## src/rtl/ltfb_pkg.sv

```systemverilog
package ltfb_pkg;

	localparam int DISPLAY_WIDTH_DEF = 128;
	localparam int DISPLAY_PAGES_DEF = 8;
	localparam int GLYPH_COUNT = 59;
	localparam int GLYPH_COLS = 5;
	localparam int GLYPH_ROWS = 7;
	localparam int CHAR_ADVANCE = 6;
	localparam int LINE_ADVANCE = 9;
	localparam int CMD_COUNT = 3;
	localparam int QUEUE_DEPTH = 2;

	localparam logic [7:0] CMD_PAGE = 8'hB0;
	localparam logic [7:0] CMD_COL_HI = 8'h10;
	localparam logic [7:0] CMD_COL_LO = 8'h00;

	typedef enum logic [2:0] {
		OP_CLEAR = 3'd0,
		OP_CURSOR = 3'd1,
		OP_CENTER = 3'd2,
		OP_CHAR = 3'd3,
		OP_HLINE = 3'd4,
		OP_FLUSH = 3'd5
	} op_t;

	// decoded work handed from front to back
	typedef enum logic [1:0] {
		JOB_CLEAR,
		JOB_DRAW,
		JOB_FLUSH
	} job_kind_t;

	// one draw job: a single span of columns x0..x1, each column gets an OR mask at a row
	typedef struct packed {
		job_kind_t kind;
		logic [8:0] x0;     // first column (may be off screen)
		logic [8:0] x1;     // last column, inclusive
		logic [8:0] y;      // top row of the pattern
		logic [5:0] glyph;  // glyph index; ignored for lines
		logic is_line;
	} job_t;

	typedef enum logic [2:0] {
		ST_IDLE,
		ST_CLEAR,
		ST_READ,
		ST_WRITE,
		ST_FLUSH_RD,
		ST_FLUSH_OUT
	} back_state_t;

	function automatic logic [7:0] glyph_col(input logic [5:0] idx, input logic [2:0] col);
		logic [39:0] g;
		begin
			case (idx)
				6'd0: g = 40'h0000000000; 6'd1: g = 40'h00005F0000; 6'd2: g = 40'h0007000700;
				6'd3: g = 40'h147F147F14; 6'd4: g = 40'h242A7F2A12; 6'd5: g = 40'h2313086462;
				6'd6: g = 40'h3649552250; 6'd7: g = 40'h0005030000; 6'd8: g = 40'h001C224100;
				6'd9: g = 40'h0041221C00; 6'd10: g = 40'h082A1C2A08; 6'd11: g = 40'h08083E0808;
				6'd12: g = 40'h0050300000; 6'd13: g = 40'h0808080808; 6'd14: g = 40'h0060600000;
				6'd15: g = 40'h2010080402; 6'd16: g = 40'h3E5149453E; 6'd17: g = 40'h00427F4000;
				6'd18: g = 40'h4261514946; 6'd19: g = 40'h2141454B31; 6'd20: g = 40'h1814127F10;
				6'd21: g = 40'h2745454539; 6'd22: g = 40'h3C4A494930; 6'd23: g = 40'h0171090503;
				6'd24: g = 40'h3649494936; 6'd25: g = 40'h064949291E; 6'd26: g = 40'h0036360000;
				6'd27: g = 40'h0056360000; 6'd28: g = 40'h0008142241; 6'd29: g = 40'h1414141414;
				6'd30: g = 40'h4122140800; 6'd31: g = 40'h0201510906; 6'd32: g = 40'h324979413E;
				6'd33: g = 40'h7E1111117E; 6'd34: g = 40'h7F49494936; 6'd35: g = 40'h3E41414122;
				6'd36: g = 40'h7F4141221C; 6'd37: g = 40'h7F49494941; 6'd38: g = 40'h7F09090101;
				6'd39: g = 40'h3E41415132; 6'd40: g = 40'h7F0808087F; 6'd41: g = 40'h00417F4100;
				6'd42: g = 40'h2040413F01; 6'd43: g = 40'h7F08142241; 6'd44: g = 40'h7F40404040;
				6'd45: g = 40'h7F0204027F; 6'd46: g = 40'h7F0408107F; 6'd47: g = 40'h3E4141413E;
				6'd48: g = 40'h7F09090906; 6'd49: g = 40'h3E4151215E; 6'd50: g = 40'h7F09192946;
				6'd51: g = 40'h4649494931; 6'd52: g = 40'h01017F0101; 6'd53: g = 40'h3F4040403F;
				6'd54: g = 40'h1F2040201F; 6'd55: g = 40'h7F2018207F; 6'd56: g = 40'h6314081463;
				6'd57: g = 40'h0304780403; 6'd58: g = 40'h6151494543;
				default: g = 40'h0;
			endcase
			case (col)
				3'd0: glyph_col = g[39:32];
				3'd1: glyph_col = g[31:24];
				3'd2: glyph_col = g[23:16];
				3'd3: glyph_col = g[15:8];
				3'd4: glyph_col = g[7:0];
				default: glyph_col = 8'h00;
			endcase
		end
	endfunction

endpackage

```

## src/rtl/ltfb_queue.sv

```systemverilog
// Small job FIFO between front and back.
module ltfb_queue (
	input  logic clk,
	input  logic arst_n,
	input  logic wr_valid,
	output logic wr_ready,
	input  ltfb_pkg::job_t wr_data,
	output logic rd_valid,
	input  logic rd_ready,
	output ltfb_pkg::job_t rd_data
);

	ltfb_pkg::job_t mem_q [ltfb_pkg::QUEUE_DEPTH];
	logic wp_q, rp_q;
	logic [1:0] cnt_q;
	logic wr, rd;

	assign wr_ready = cnt_q != 2'(ltfb_pkg::QUEUE_DEPTH);
	assign rd_valid = cnt_q != 2'd0;
	assign rd_data = mem_q[rp_q];
	assign wr = wr_valid && wr_ready;
	assign rd = rd_valid && rd_ready;

	always_ff @(posedge clk) begin
		if (wr) mem_q[wp_q] <= wr_data;
	end

	always_ff @(posedge clk or negedge arst_n) begin
		if (!arst_n) begin
			wp_q <= 1'b0;
			rp_q <= 1'b0;
			cnt_q <= '0;
		end else begin
			if (wr) wp_q <= ~wp_q;
			if (rd) rp_q <= ~rp_q;
			cnt_q <= cnt_q + 2'(wr) - 2'(rd);
		end
	end

endmodule

```

## config.mk

```make
export PLATFORM = sky130hd
export DESIGN_NAME = ltfb_queue
export DESIGN_NICKNAME = d
export VERILOG_FILES = /design/src/rtl/ltfb_pkg.sv /design/src/rtl/ltfb_queue.sv
export SDC_FILE = /design/constraint.sdc
export NUM_CORES = 1
export LEC_CHECK = 0
export BUFFER_PORTS_ARGS = -buffer_cell sky130_fd_sc_hd__buf_2
export CORE_ASPECT_RATIO = 1.75
export CORE_UTILIZATION = 40
export DETAILED_ROUTE_END_ITERATION = 8
export PLACE_DENSITY_LB_ADDON = 0.12
export SETUP_SLACK_MARGIN = 0.5
export SKIP_LAST_GASP = 1
export SYNTH_ARGS = -nofsm -noshare
export SYNTH_HDL_FRONTEND = slang
export SYNTH_SLANG_ARGS = --single-unit
```

## constraint.sdc

```tcl
create_clock -name clk -period 3 [get_ports clk]
set_input_delay 0.6 -clock clk [delete_from_list [all_inputs] [get_ports clk]]
set_output_delay 0.6 -clock clk [all_outputs]
set_load 0.02 [all_outputs]
```

==> impl_metrics.py <==
metrics = {
    "cts": {
        "cts_setup_buffers": 0,
        "cts_resized": 0,
        "cts.sinks": 76,
        "htreeDepth": 3,
        "cts_tree": "done",
        "insertion_delay_ns": 0.32,
        "root_buffer": "clkbuf_16",
        "cts.reportedPaths.clkPinSlew_ns": 0.05,
        "cts_buffers": 9,
        "cts_buffer_depth": 2,
        "cts_hold_buf": 0,
    },
    "sta": {
        "worst-slew-pin-transition_ns": 0.893,
        "final.min_clock_period_ns": 2.39,
        "max-slew-margin-rel_pct": 40.5,
        "hold_viol": 0,
        "rsz0062_at_grt": "false",
        "finClkSkew_ns": 0.00411,
        "drv_slew": 0,
        "period_share_pct": 79.7,
        "fmax_mhz": 418,
        "setup_viol": 0,
        "setup_tns_ns": 0,
    },
    "synth": {
        "syn-cell-area_mm2": 0.00292,
        "synth_top_area_cell": "edfxtp_1",
        "synthDistinctLibCells": 15,
        "yosysWarnings": 0,
        "synth_top_family_by_area": "multiplexers",
        "synth.area.top_cells": "edfxtp_1, mux2_4, dfrtp_1",
        "syn_area_per_cell_um2": 22.6,
        "yosysSeqAreaShare_pct": 77.5,
        "synth_mux_area_share_pct": 17.6,
        "synth_cells": 129,
        "synth_compound_area_share_pct": 0,
        "syn-num-nets": 171,
        "synth.top_cell.area_share_pct": 74.0,
        "synthSimpleGateAreaFrac_pct": 1.20,
        "yosys.area_share.adder_pct": 0.857,
        "synth_xor_area_share_pct": 1.20,
        "synth.ff_latch_count": 76,
    },
    "die": {
        "dieArea_mm2": 0.00766,
        "die_x_um": 66.6,
        "ioPinCount": 78,
        "rows": 40,
        "start_util_pct": 42.0,
        "die_y_um": 115,
        "coreArea_mm2": 0.00696,
    },
    "finish": {
        "final_cells": 304,
        "diodes": 0,
        "final_nets": 257,
        "drive_gt1_share_pct": 59.5,
        "fill_cells": 585,
        "area_growth_pct": 25.3,
        "layout_commonest_cell": "buf_2",
        "final_cell_mix": "buf_2, edfxtp_1, mux2_4",
    },
    "route": {
        "drt_iter0_drc": 67,
        "vias_per_cell": 4.73,
        "wl_per_cell_um": 16.0,
        "route.detailed.drc": 0,
        "vias": 1439,
        "drt_wl_total_um": 4880,
        "firstDrtPassIters": 4,
        "ant_nets": 0,
    },
    "global_routing": {
        "grt.overflow.total": 0,
        "grt_start_max_net_pins": 37,
        "antenna_found_initial": 0,
        "grt_pass1_wl_um": 7400,
        "grtUsageTotal_pct": 14.1,
        "grt_pass1_vias": 1564,
    },
    "setup_path": {
        "start_kind": "flip-flop",
        "required_ns": 2.40,
        "endpoint_kind": "output port",
        "path_max_fanout": 24,
        "critPathTopFamily": "flip-flops",
        "cpMaxStageDelayCell": "dfrtp_2",
        "timing.rr.start": "cnt_q[1]$_DFF_PN0_",
        "critPathKind": "flip-flop to output port",
        "regToRegSetupSlack_ns": 1.21,
        "arrival_ns": 1.79,
        "r2r_cells": 4,
        "worst_r2r_endpoint": "mem_q[0][27]$_DFFE_PP_",
        "critPathMaxStageDelay_ns": 0.66,
        "crit_chain": "buf_12 -> mux2_2 -> buf_2",
        "cp_num_buf_inv": 2,
    },
    "place": {
        "io_buffers": 77,
        "gp_congestion": 0.619,
        "placed_cells": 288,
    },
    "outcome": {
        "status": "completed",
    },
    "hold_path": {
        "hold_path_class": "primary input to asynchronous set/reset pin",
    },
    "power": {
        "ir_worst_vdd_v": 0.000612,
        "total_power_uw": 3800,
        "power_density_mw_per_mm2": 1040,
        "leakagePower_uw": 0.00147,
    },
    "run": {
        "drv_cap": 0,
    },
}
[worst register-to-register path, cell delays in order (launching register included)]
cell and delay, ns:
dfrtp_1 0.40, nand2b_1 0.13, nand2_1 0.16, nor2_4 0.35
buf_4 0.41
[flip-flops by register name, indices dropped and copies added, names as in the netlist]
register  flops
wp_q          1
rp_q          1
cnt_q         2
mem_q        72
[cell families (layout without fill, tap and decap cells)]
group,Yosys count,count (layout)
xor gates and xnor gates,4,4
DFF,76,76
adders and majority gates,2,2
muxes,36,36
buffers and inverters,5,96
and+or+nand+nor,6,6
[through the flow]
stage               hold WS, ns  util [%]  cell area (µm²)  worst slack [ns]
global route             0.0696      52.6             3660             0.538
global placement          0.413      48.9             3400             0.965
finish                   0.0761      52.6             3660             0.610
CTS                      0.0634      52.6             3660             0.569
detailed placement        0.413      48.9             3400             0.924
floorplan                 0.304         -             2920             0.885
[worst max-delay path by stage]
| stage | startpoint | endpoint | slack [ns] | cells after the start |
|---|---|---|---|---|
| floorplan | cnt_q[1]$_DFF_PN0_ | mem_q[0][0]$_DFFE_PP_ | 0.89 | 3 |
| global placement | rp_q$_DFFE_PN0P_ | rd_data[0] | 0.96 | 3 |
| detailed placement | rp_q$_DFFE_PN0P_ | rd_data[2] | 0.92 | 3 |
| CTS | rp_q$_DFFE_PN0P_ | rd_data[2] | 0.57 | 3 |
| global route | rp_q$_DFFE_PN0P_ | rd_data[2] | 0.54 | 3 |
| finish | rp_q$_DFFE_PN0P_ | rd_data[2] | 0.61 | 3 |
[final cells by class]
class | count | area, µm² | share of cell area (%)
sequential | 76 | 2260 | 61.9
multi-input combinational | 48 | 618 | 16.9
timing repair buffer | 79 | 413 | 11.3
clock buffer | 13 | 240 | 6.57
tap | 84 | 105 | 2.87
clock inverter | 3 | 15.0 | 0.410
inverter | 1 | 3.75 | 0.103
[synthesized netlist by cell type (all sizes together)]
master,instances
nand2,1
nor2,1
xnor2,3
xor2,1
nand2b,1
edfxtp,72
mux2,36
inv,1
and3,1
ha,2
and2,1
dfrtp,4
buf,4
or2,1
[routing by layer]
layer	GRT usage, %	vias to the layer above	routed length [µm]
li1	-	676	-
met1	14.0	703	1840
met2	24.0	51	2670
met3	4.76	9	251
met4	9.36	0	110
met5	0	-	0
[power breakdown]
group	internal, µW	switching [µW]	leakage, µW
sequential	1460	123	0.000714
clock	555	361	0.000127
combinational	595	705	0.000632
total	2610	1190	0.00147
No activity file was read; power rests on OpenSTA's default activity.
