--- src/rtl/ltfb_pkg.sv ---
package ltfb_pkg;

	localparam int DISPLAY_WIDTH_DEF = 128;
	localparam int DISPLAY_PAGES_DEF = 8;
	localparam int GLYPH_COUNT = 59;
	localparam int GLYPH_COLS = 5;
	localparam int GLYPH_ROWS = 7;
	localparam int CHAR_ADVANCE = 6;
	localparam int LINE_ADVANCE = 9;
	localparam int CMD_COUNT = 3;
	localparam int QUEUE_DEPTH = 2;

	localparam logic [7:0] CMD_PAGE = 8'hB0;
	localparam logic [7:0] CMD_COL_HI = 8'h10;
	localparam logic [7:0] CMD_COL_LO = 8'h00;

	typedef enum logic [2:0] {
		OP_CLEAR = 3'd0,
		OP_CURSOR = 3'd1,
		OP_CENTER = 3'd2,
		OP_CHAR = 3'd3,
		OP_HLINE = 3'd4,
		OP_FLUSH = 3'd5
	} op_t;

	// decoded work handed from front to back
	typedef enum logic [1:0] {
		JOB_CLEAR,
		JOB_DRAW,
		JOB_FLUSH
	} job_kind_t;

	// one draw job: a single span of columns x0..x1, each column gets an OR mask at a row
	typedef struct packed {
		job_kind_t kind;
		logic [8:0] x0;     // first column (may be off screen)
		logic [8:0] x1;     // last column, inclusive
		logic [8:0] y;      // top row of the pattern
		logic [5:0] glyph;  // glyph index; ignored for lines
		logic is_line;
	} job_t;

	typedef enum logic [2:0] {
		ST_IDLE,
		ST_CLEAR,
		ST_READ,
		ST_WRITE,
		ST_FLUSH_RD,
		ST_FLUSH_OUT
	} back_state_t;

	function automatic logic [7:0] glyph_col(input logic [5:0] idx, input logic [2:0] col);
		logic [39:0] g;
		begin
			case (idx)
				6'd0: g = 40'h0000000000; 6'd1: g = 40'h00005F0000; 6'd2: g = 40'h0007000700;
				6'd3: g = 40'h147F147F14; 6'd4: g = 40'h242A7F2A12; 6'd5: g = 40'h2313086462;
				6'd6: g = 40'h3649552250; 6'd7: g = 40'h0005030000; 6'd8: g = 40'h001C224100;
				6'd9: g = 40'h0041221C00; 6'd10: g = 40'h082A1C2A08; 6'd11: g = 40'h08083E0808;
				6'd12: g = 40'h0050300000; 6'd13: g = 40'h0808080808; 6'd14: g = 40'h0060600000;
				6'd15: g = 40'h2010080402; 6'd16: g = 40'h3E5149453E; 6'd17: g = 40'h00427F4000;
				6'd18: g = 40'h4261514946; 6'd19: g = 40'h2141454B31; 6'd20: g = 40'h1814127F10;
				6'd21: g = 40'h2745454539; 6'd22: g = 40'h3C4A494930; 6'd23: g = 40'h0171090503;
				6'd24: g = 40'h3649494936; 6'd25: g = 40'h064949291E; 6'd26: g = 40'h0036360000;
				6'd27: g = 40'h0056360000; 6'd28: g = 40'h0008142241; 6'd29: g = 40'h1414141414;
				6'd30: g = 40'h4122140800; 6'd31: g = 40'h0201510906; 6'd32: g = 40'h324979413E;
				6'd33: g = 40'h7E1111117E; 6'd34: g = 40'h7F49494936; 6'd35: g = 40'h3E41414122;
				6'd36: g = 40'h7F4141221C; 6'd37: g = 40'h7F49494941; 6'd38: g = 40'h7F09090101;
				6'd39: g = 40'h3E41415132; 6'd40: g = 40'h7F0808087F; 6'd41: g = 40'h00417F4100;
				6'd42: g = 40'h2040413F01; 6'd43: g = 40'h7F08142241; 6'd44: g = 40'h7F40404040;
				6'd45: g = 40'h7F0204027F; 6'd46: g = 40'h7F0408107F; 6'd47: g = 40'h3E4141413E;
				6'd48: g = 40'h7F09090906; 6'd49: g = 40'h3E4151215E; 6'd50: g = 40'h7F09192946;
				6'd51: g = 40'h4649494931; 6'd52: g = 40'h01017F0101; 6'd53: g = 40'h3F4040403F;
				6'd54: g = 40'h1F2040201F; 6'd55: g = 40'h7F2018207F; 6'd56: g = 40'h6314081463;
				6'd57: g = 40'h0304780403; 6'd58: g = 40'h6151494543;
				default: g = 40'h0;
			endcase
			case (col)
				3'd0: glyph_col = g[39:32];
				3'd1: glyph_col = g[31:24];
				3'd2: glyph_col = g[23:16];
				3'd3: glyph_col = g[15:8];
				3'd4: glyph_col = g[7:0];
				default: glyph_col = 8'h00;
			endcase
		end
	endfunction

endpackage

--- src/rtl/ltfb_front.sv ---
// Decodes ops, owns the text cursor, turns drawing ops into jobs.
module ltfb_front #(
	parameter int DISPLAY_WIDTH = ltfb_pkg::DISPLAY_WIDTH_DEF
) (
	input  logic clk,
	input  logic arst_n,
	input  logic in_valid,
	output logic in_ready,
	input  logic [2:0] op,
	input  logic [6:0] x_pos,
	input  logic [5:0] y_pos,
	input  logic [6:0] x_end,
	input  logic [7:0] char_code,
	input  logic [7:0] text_length,
	output logic job_valid,
	input  logic job_ready,
	output ltfb_pkg::job_t job
);

	// 6 * 255 needs 11 bits
	localparam int CW = 11;
	localparam logic [CW-1:0] WIDTH_C = CW'(DISPLAY_WIDTH);

	logic [7:0] cursor_col_q, cursor_row_q;
	logic [7:0] code_up;
	logic [5:0] gidx;
	logic wrap;
	logic [7:0] col_eff, row_eff;
	logic [CW-1:0] len6;
	logic [8:0] row_sum, col_sum;
	logic fire;

	assign in_ready = job_ready;
	assign fire = in_valid && in_ready;

	always_comb begin
		code_up = (char_code >= 8'h61 && char_code <= 8'h7A) ? char_code - 8'd32 : char_code;
		gidx = (code_up >= 8'h20 && code_up <= 8'h5A) ? 6'(code_up - 8'h20) : 6'd0;
		wrap = (CW'(cursor_col_q) + CW'(ltfb_pkg::GLYPH_COLS)) > WIDTH_C;
		row_sum = 9'(cursor_row_q) + 9'(ltfb_pkg::LINE_ADVANCE);
		col_eff = wrap ? 8'd0 : cursor_col_q;
		row_eff = wrap ? (row_sum[8] ? 8'hFF : row_sum[7:0]) : cursor_row_q;
		col_sum = 9'(col_eff) + 9'(ltfb_pkg::CHAR_ADVANCE);
		len6 = CW'({text_length, 2'b00}) + CW'({text_length, 1'b0});
	end

	always_comb begin
		job_valid = 1'b0;
		job = '0;
		job.kind = ltfb_pkg::JOB_DRAW;
		case (op)
			ltfb_pkg::OP_CLEAR: begin
				job_valid = in_valid;
				job.kind = ltfb_pkg::JOB_CLEAR;
			end
			ltfb_pkg::OP_CHAR: begin
				job_valid = in_valid;
				job.x0 = 9'(col_eff);
				job.x1 = 9'(col_eff) + 9'(ltfb_pkg::GLYPH_COLS - 1);
				job.y = 9'(row_eff);
				job.glyph = gidx;
			end
			ltfb_pkg::OP_HLINE: begin
				job_valid = in_valid && (x_end >= x_pos);
				job.x0 = 9'(x_pos);
				job.x1 = 9'(x_end);
				job.y = 9'(y_pos);
				job.is_line = 1'b1;
			end
			ltfb_pkg::OP_FLUSH: begin
				job_valid = in_valid;
				job.kind = ltfb_pkg::JOB_FLUSH;
			end
			default: job_valid = 1'b0;
		endcase
	end

	always_ff @(posedge clk or negedge arst_n) begin
		if (!arst_n) begin
			cursor_col_q <= '0;
			cursor_row_q <= '0;
		end else if (fire) begin
			case (op)
				ltfb_pkg::OP_CURSOR: begin
					cursor_col_q <= 8'(x_pos);
					cursor_row_q <= 8'(y_pos);
				end
				ltfb_pkg::OP_CENTER: begin
					cursor_col_q <= (len6 >= WIDTH_C) ? 8'd0 : 8'((WIDTH_C - len6) >> 1);
					cursor_row_q <= 8'(y_pos);
				end
				ltfb_pkg::OP_CHAR: begin
					cursor_col_q <= col_sum[8] ? 8'hFF : col_sum[7:0];
					cursor_row_q <= row_eff;
				end
				default: ;
			endcase
		end
	end

endmodule

--- config.mk ---
export PLATFORM = sky130hd
export DESIGN_NAME = ltfb_front
export DESIGN_NICKNAME = d
export VERILOG_FILES = /design/src/rtl/ltfb_pkg.sv /design/src/rtl/ltfb_front.sv
export SDC_FILE = /design/constraint.sdc
export NUM_CORES = 1
export LEC_CHECK = 0
export BUFFER_PORTS_ARGS = -buffer_cell sky130_fd_sc_hd__buf_2
export CAP_MARGIN = 20
export CORE_MARGIN = 4
export CORE_UTILIZATION = 40
export DETAILED_ROUTE_END_ITERATION = 8
export GPL_ROUTABILITY_DRIVEN = 1
export HOLD_SLACK_MARGIN = 0.03
export PLACE_DENSITY = 0.7
export SETUP_SLACK_MARGIN = 0.02
export SLEW_MARGIN = 25
export SYNTH_ARGS = -nofsm -noshare
export SYNTH_HDL_FRONTEND = slang
export SYNTH_SLANG_ARGS = --single-unit
export TNS_END_PERCENT = 1
--- constraint.sdc ---
create_clock -name clk -period 2.3 [get_ports clk]
set_input_delay 0.345 -clock clk [delete_from_list [all_inputs] [get_ports clk]]
set_output_delay 0.345 -clock clk [all_outputs]
set_load 0.005 [all_outputs]
==> results.txt <==
For this run, the slowest stage of the critical path takes 0.43 ns. The area fraction in and, or, nand and nor cells after synthesis came out at 26.8%. The initial core utilization came out at 41.2%. The vertical die dimension came out at 83.1 um. The switching component of the power is 0.552 mW. The I/O pin count came out at 81. The number of synthesized flops with an enable pin came out at 0. The number of routed nets with antenna violations is 0. CTS placed an instance of sky130_fd_sc_hd__clkbuf_8 at the clock tree root. The placer's final routability congestion estimate came out at between 0.9 and 1. The fraction of power spent switching nets came out at 41.2%. The share of total power dissipated in combinational logic is a little under three fifths.

The clock latency reported for the late side of the worst-skew pair is 0.25 ns. The worst voltage drop across the vdd grid is between 200 and 250 uV. Entering global routing, the biggest net connects 19 pins. The flow ran to the end, and the final reports show no timing, DRC or antenna violations. The area growth from synthesis to layout is 29.0%.

The slowest stage of the critical path is the sky130_fd_sc_hd__dfrtp_1 cell. The via count of the first global-routing pass came out at 2530. The worst path needs between 2 and 2.5 ns of the cycle, external delays included. The longest clock path from root to sink contains 2 buffers. The total iterations of the first detailed-routing run is 4.

The portion of synthesized area spent on multiplexers is 0.943%. The worst setup path is captured at an output port. The area inside the core boundary is 5470 sq um. In the routed design, unresolved DRC markers number 0. Port buffering added 75 buffers. The HPWL after detailed placement is 5.11 mm. Traced cell by cell, the critical path runs through ha_1 > a21o_1 > nand3_2 > nand2_2 > o221a_2 > a21o_1 > buf_2. The xor and xnor fraction of the mapped netlist area came out at 5.82%. For the pin with the worst max-slew slack, the measured transition is a little under 0.6 ns. The startpoint kind of the worst setup timing path is a flip-flop. The average instance area after synthesis is roughly 7.3 sq um.

The post-synthesis cell type count came out at 56. The remaining max-slew budget at the tightest pin came out at 60.3%. The initial antenna violation count is 0. The number of buffers and inverters on the critical path is 1.

The share of final-layout standard cells stronger than drive strength 1 came out at 29.0%. The share of the clock period used by the worst path came out at between 90% and 100%. Among the stages of the critical path, the cell type that occurs most often is sky130_fd_sc_hd__a21o_1.

The clock power share came out at ~16%. The number of clock buffers added by TritonCTS is 3. The critical path in this run is classified as reg2out. On the critical path the largest part of the delay comes from compound AO/OA/AOI/OAI gates.

The ratio of routed vias to standard cells came out at 5.48. The required time of the critical path came out at 1.96 ns. Once layout is complete, the cells apart from fillers number 465.

The core occupancy in the finished layout is between 50% and 60%. The final-report hold violation count came out at 0. The register bit count reported by yosys came out at 16. Setup repair after global routing could not meet its margin everywhere. The count of mapped cells out of synthesis came out at 310. CTS saw 16 sinks.

Cell internal power was estimated by the tool at 0.788 mW. The overall routed net length came out at about 6.5 mm. Across every metal layer, demand over resource in global routing totals about 18%. The cell leakage power is roughly 1.5 nW. After layout, the design draws a total of 1.34 mW. Per report_power, the sequential group accounts for between 20% and 30% of the total. From left edge to right edge, the die measures a little over 80 um. The first-pass GRT wire length came out at 11.0 mm. For the final routed database, the setup TNS stands at 0 ns. Of all nets on the critical path, the largest fanout is 6.

The async set-or-reset flop fraction in the synthesized netlist came out at 100%. The share of the synthesized area in compound gates (AO/OA/AOI/OAI) is 27.6%. Among all flip-flop cells after synthesis, the most frequent one is sky130_fd_sc_hd__dfrtp_1. The overflow left after global routing came out at 0. The adder-cell share of the synthesized area came out at 13.1%. The final net count came out at ~460. Dividing total power by cell area gives a power density of about 460 nW/um^2. Timing would allow up to 444 MHz. The synthesized cell area is 2260 sq um. The sequential-to-total area share from yosys stat came out at 17.7%.

At the worst endpoint, the arrival time is 1.91 ns. The die covers 6910 sq um. The number of failing setup endpoints in the final timing report came out at 0. The total number of vias is 2547. Once placement completed, the tool counted placed cells totaling 460. The main combinational cell family by area after synthesis is compound AO/OA/AOI/OAI gates. The class of the tightest hold or removal check is in2reg. The count of max-cap constraint violations is 0. The post-route worst hold slack came out at about 0.35 ns. The average wire length per cell after detail routing is 14.0 um. The setup clock skew after layout is ~0.0059 ns. 0 antenna diodes ended up in the layout. The depth of the CTS H-tree came out at 1. The number of pins exceeding their max-slew limit in the final report came out at 0. TritonCTS built the clock tree.

The total of warnings raised by yosys is 0. The number of cell rows is 27. After clock tree synthesis, the clock-pin slew on the worst setup and hold paths is 0.06 ns.

The DRC violation total after the first TritonRoute iteration came out at 228.
==> flip-flops by register name (all words and copies together) (netlist names) <==
name          flops
cursor_col_q      8
cursor_row_q      8
==> worst register-to-register path, delay by kind of cell (launching register included) <==
family	cells	cell delay (ns)
AO/OA/AOI/OAI	3	0.57
XOR/XNOR	1	0.11
adder cells (fa/ha/maj)	1	0.22
buffers and inverters	1	0.15
flip-flops	1	0.38
AND/OR/NAND/NOR	3	0.56
==> routing by layer <==
layer / routed length (um) / part of all wire (%) / up-vias / global-route usage [%]
met3: 472 / 7.2 / 6 / 3.37
met2: 3230 / 49 / 90 / 33.5
met1: 2770 / 42 / 1173 / 21.8
li1: - / - / 1278 / -
met5: 0 / 0 / - / 0
met4: 59 / 0.90 / 0 / 4.61
==> cells in the mapped netlist, types with 6 or more instances <==
library cell / count / area [sq um]
sky130_fd_sc_hd__nand2_1: 32 / 120
sky130_fd_sc_hd__xor2_1: 9 / 78.8
sky130_fd_sc_hd__clkbuf_1: 9 / 33.8
sky130_fd_sc_hd__buf_4: 6 / 45.0
sky130_fd_sc_hd__nand3_1: 12 / 60.1
sky130_fd_sc_hd__a21o_1: 10 / 75.1
sky130_fd_sc_hd__nor2_1: 33 / 124
sky130_fd_sc_hd__a31oi_1: 8 / 50.1
sky130_fd_sc_hd__o21ai_0: 20 / 100
sky130_fd_sc_hd__ha_1: 22 / 275
sky130_fd_sc_hd__inv_1: 19 / 71.3
sky130_fd_sc_hd__xnor2_1: 6 / 52.6
sky130_fd_sc_hd__a21oi_1: 25 / 125
sky130_fd_sc_hd__dfrtp_1: 16 / 400
==> power groups by stage <==
stage	logic, mW	registers [mW]	clock network, mW
after floorplan	0.446	0.385	0
after global placement	0.661	0.386	0
after detailed placement	0.678	0.387	0
after CTS	0.707	0.386	0.213
after global routing	0.826	0.398	0.229
final	0.741	0.389	0.210
==> kinds of logic after synthesis <==
group | count (synthesis)
AND/OR/NAND/NOR | 121
multiplexers | 2
adder cells (fa/ha/maj) | 23
other | 1
XOR/XNOR | 15
buffers and inverters | 38
flip-flops | 16
AO/OA/AOI/OAI | 94
==> layout by cell type (no fill, tap or decap), drive strengths merged, types with 6 or more instances in the layout <==
cell	n
a31oi	8
buf	93
dfrtp	16
ha	22
a21oi	25
xnor2	6
and2	6
a21o	11
nor2	33
nand3	12
xor2	9
nand2	32
o21ai	20
inv	20
==> final timing paths <==
path                                 startpoint              end  slack [ns]  depth (start not counted)
worst max-delay path            cursor_row_q[0]           job[8]        0.05                          7
worst min-delay path                   y_pos[3]  cursor_row_q[3]        0.35                          3
worst max register to register  cursor_col_q[3]  cursor_col_q[5]        0.20                          9
worst min register to register  cursor_row_q[1]  cursor_row_q[1]        0.56                          2
max in group asynchronous                arst_n  cursor_col_q[2]        1.49                          2
min in group asynchronous                arst_n  cursor_row_q[1]        0.54                          2
==> repair_timing <==
action,CTS,global route
endpoints found under the hold margin,16,0
pin swaps,2,0
endpoints found under the setup margin,5,13
hold buffers,1,0
resized for setup,6,9
buffers inserted,1,0
==> stage by stage <==
stage	cell area (sq um)	worst slack [ns]
after floorplan	2270	0.173
after global placement	2780	0.0709
after detailed placement	2780	0.0214
after CTS	2880	0.0370
after global routing	2910	-0.0384
final	2910	0.0459
==> area by class of cell <==
cell class                 count  area (sq um)
fill                         565          2560
multi-input combinational    260          1770
timing repair buffer          94           533
sequential                    16           400
tap                           72          90.1
inverter                      20          75.1
clock buffer                   3          41.3
(Power assumes the default switching activity.)
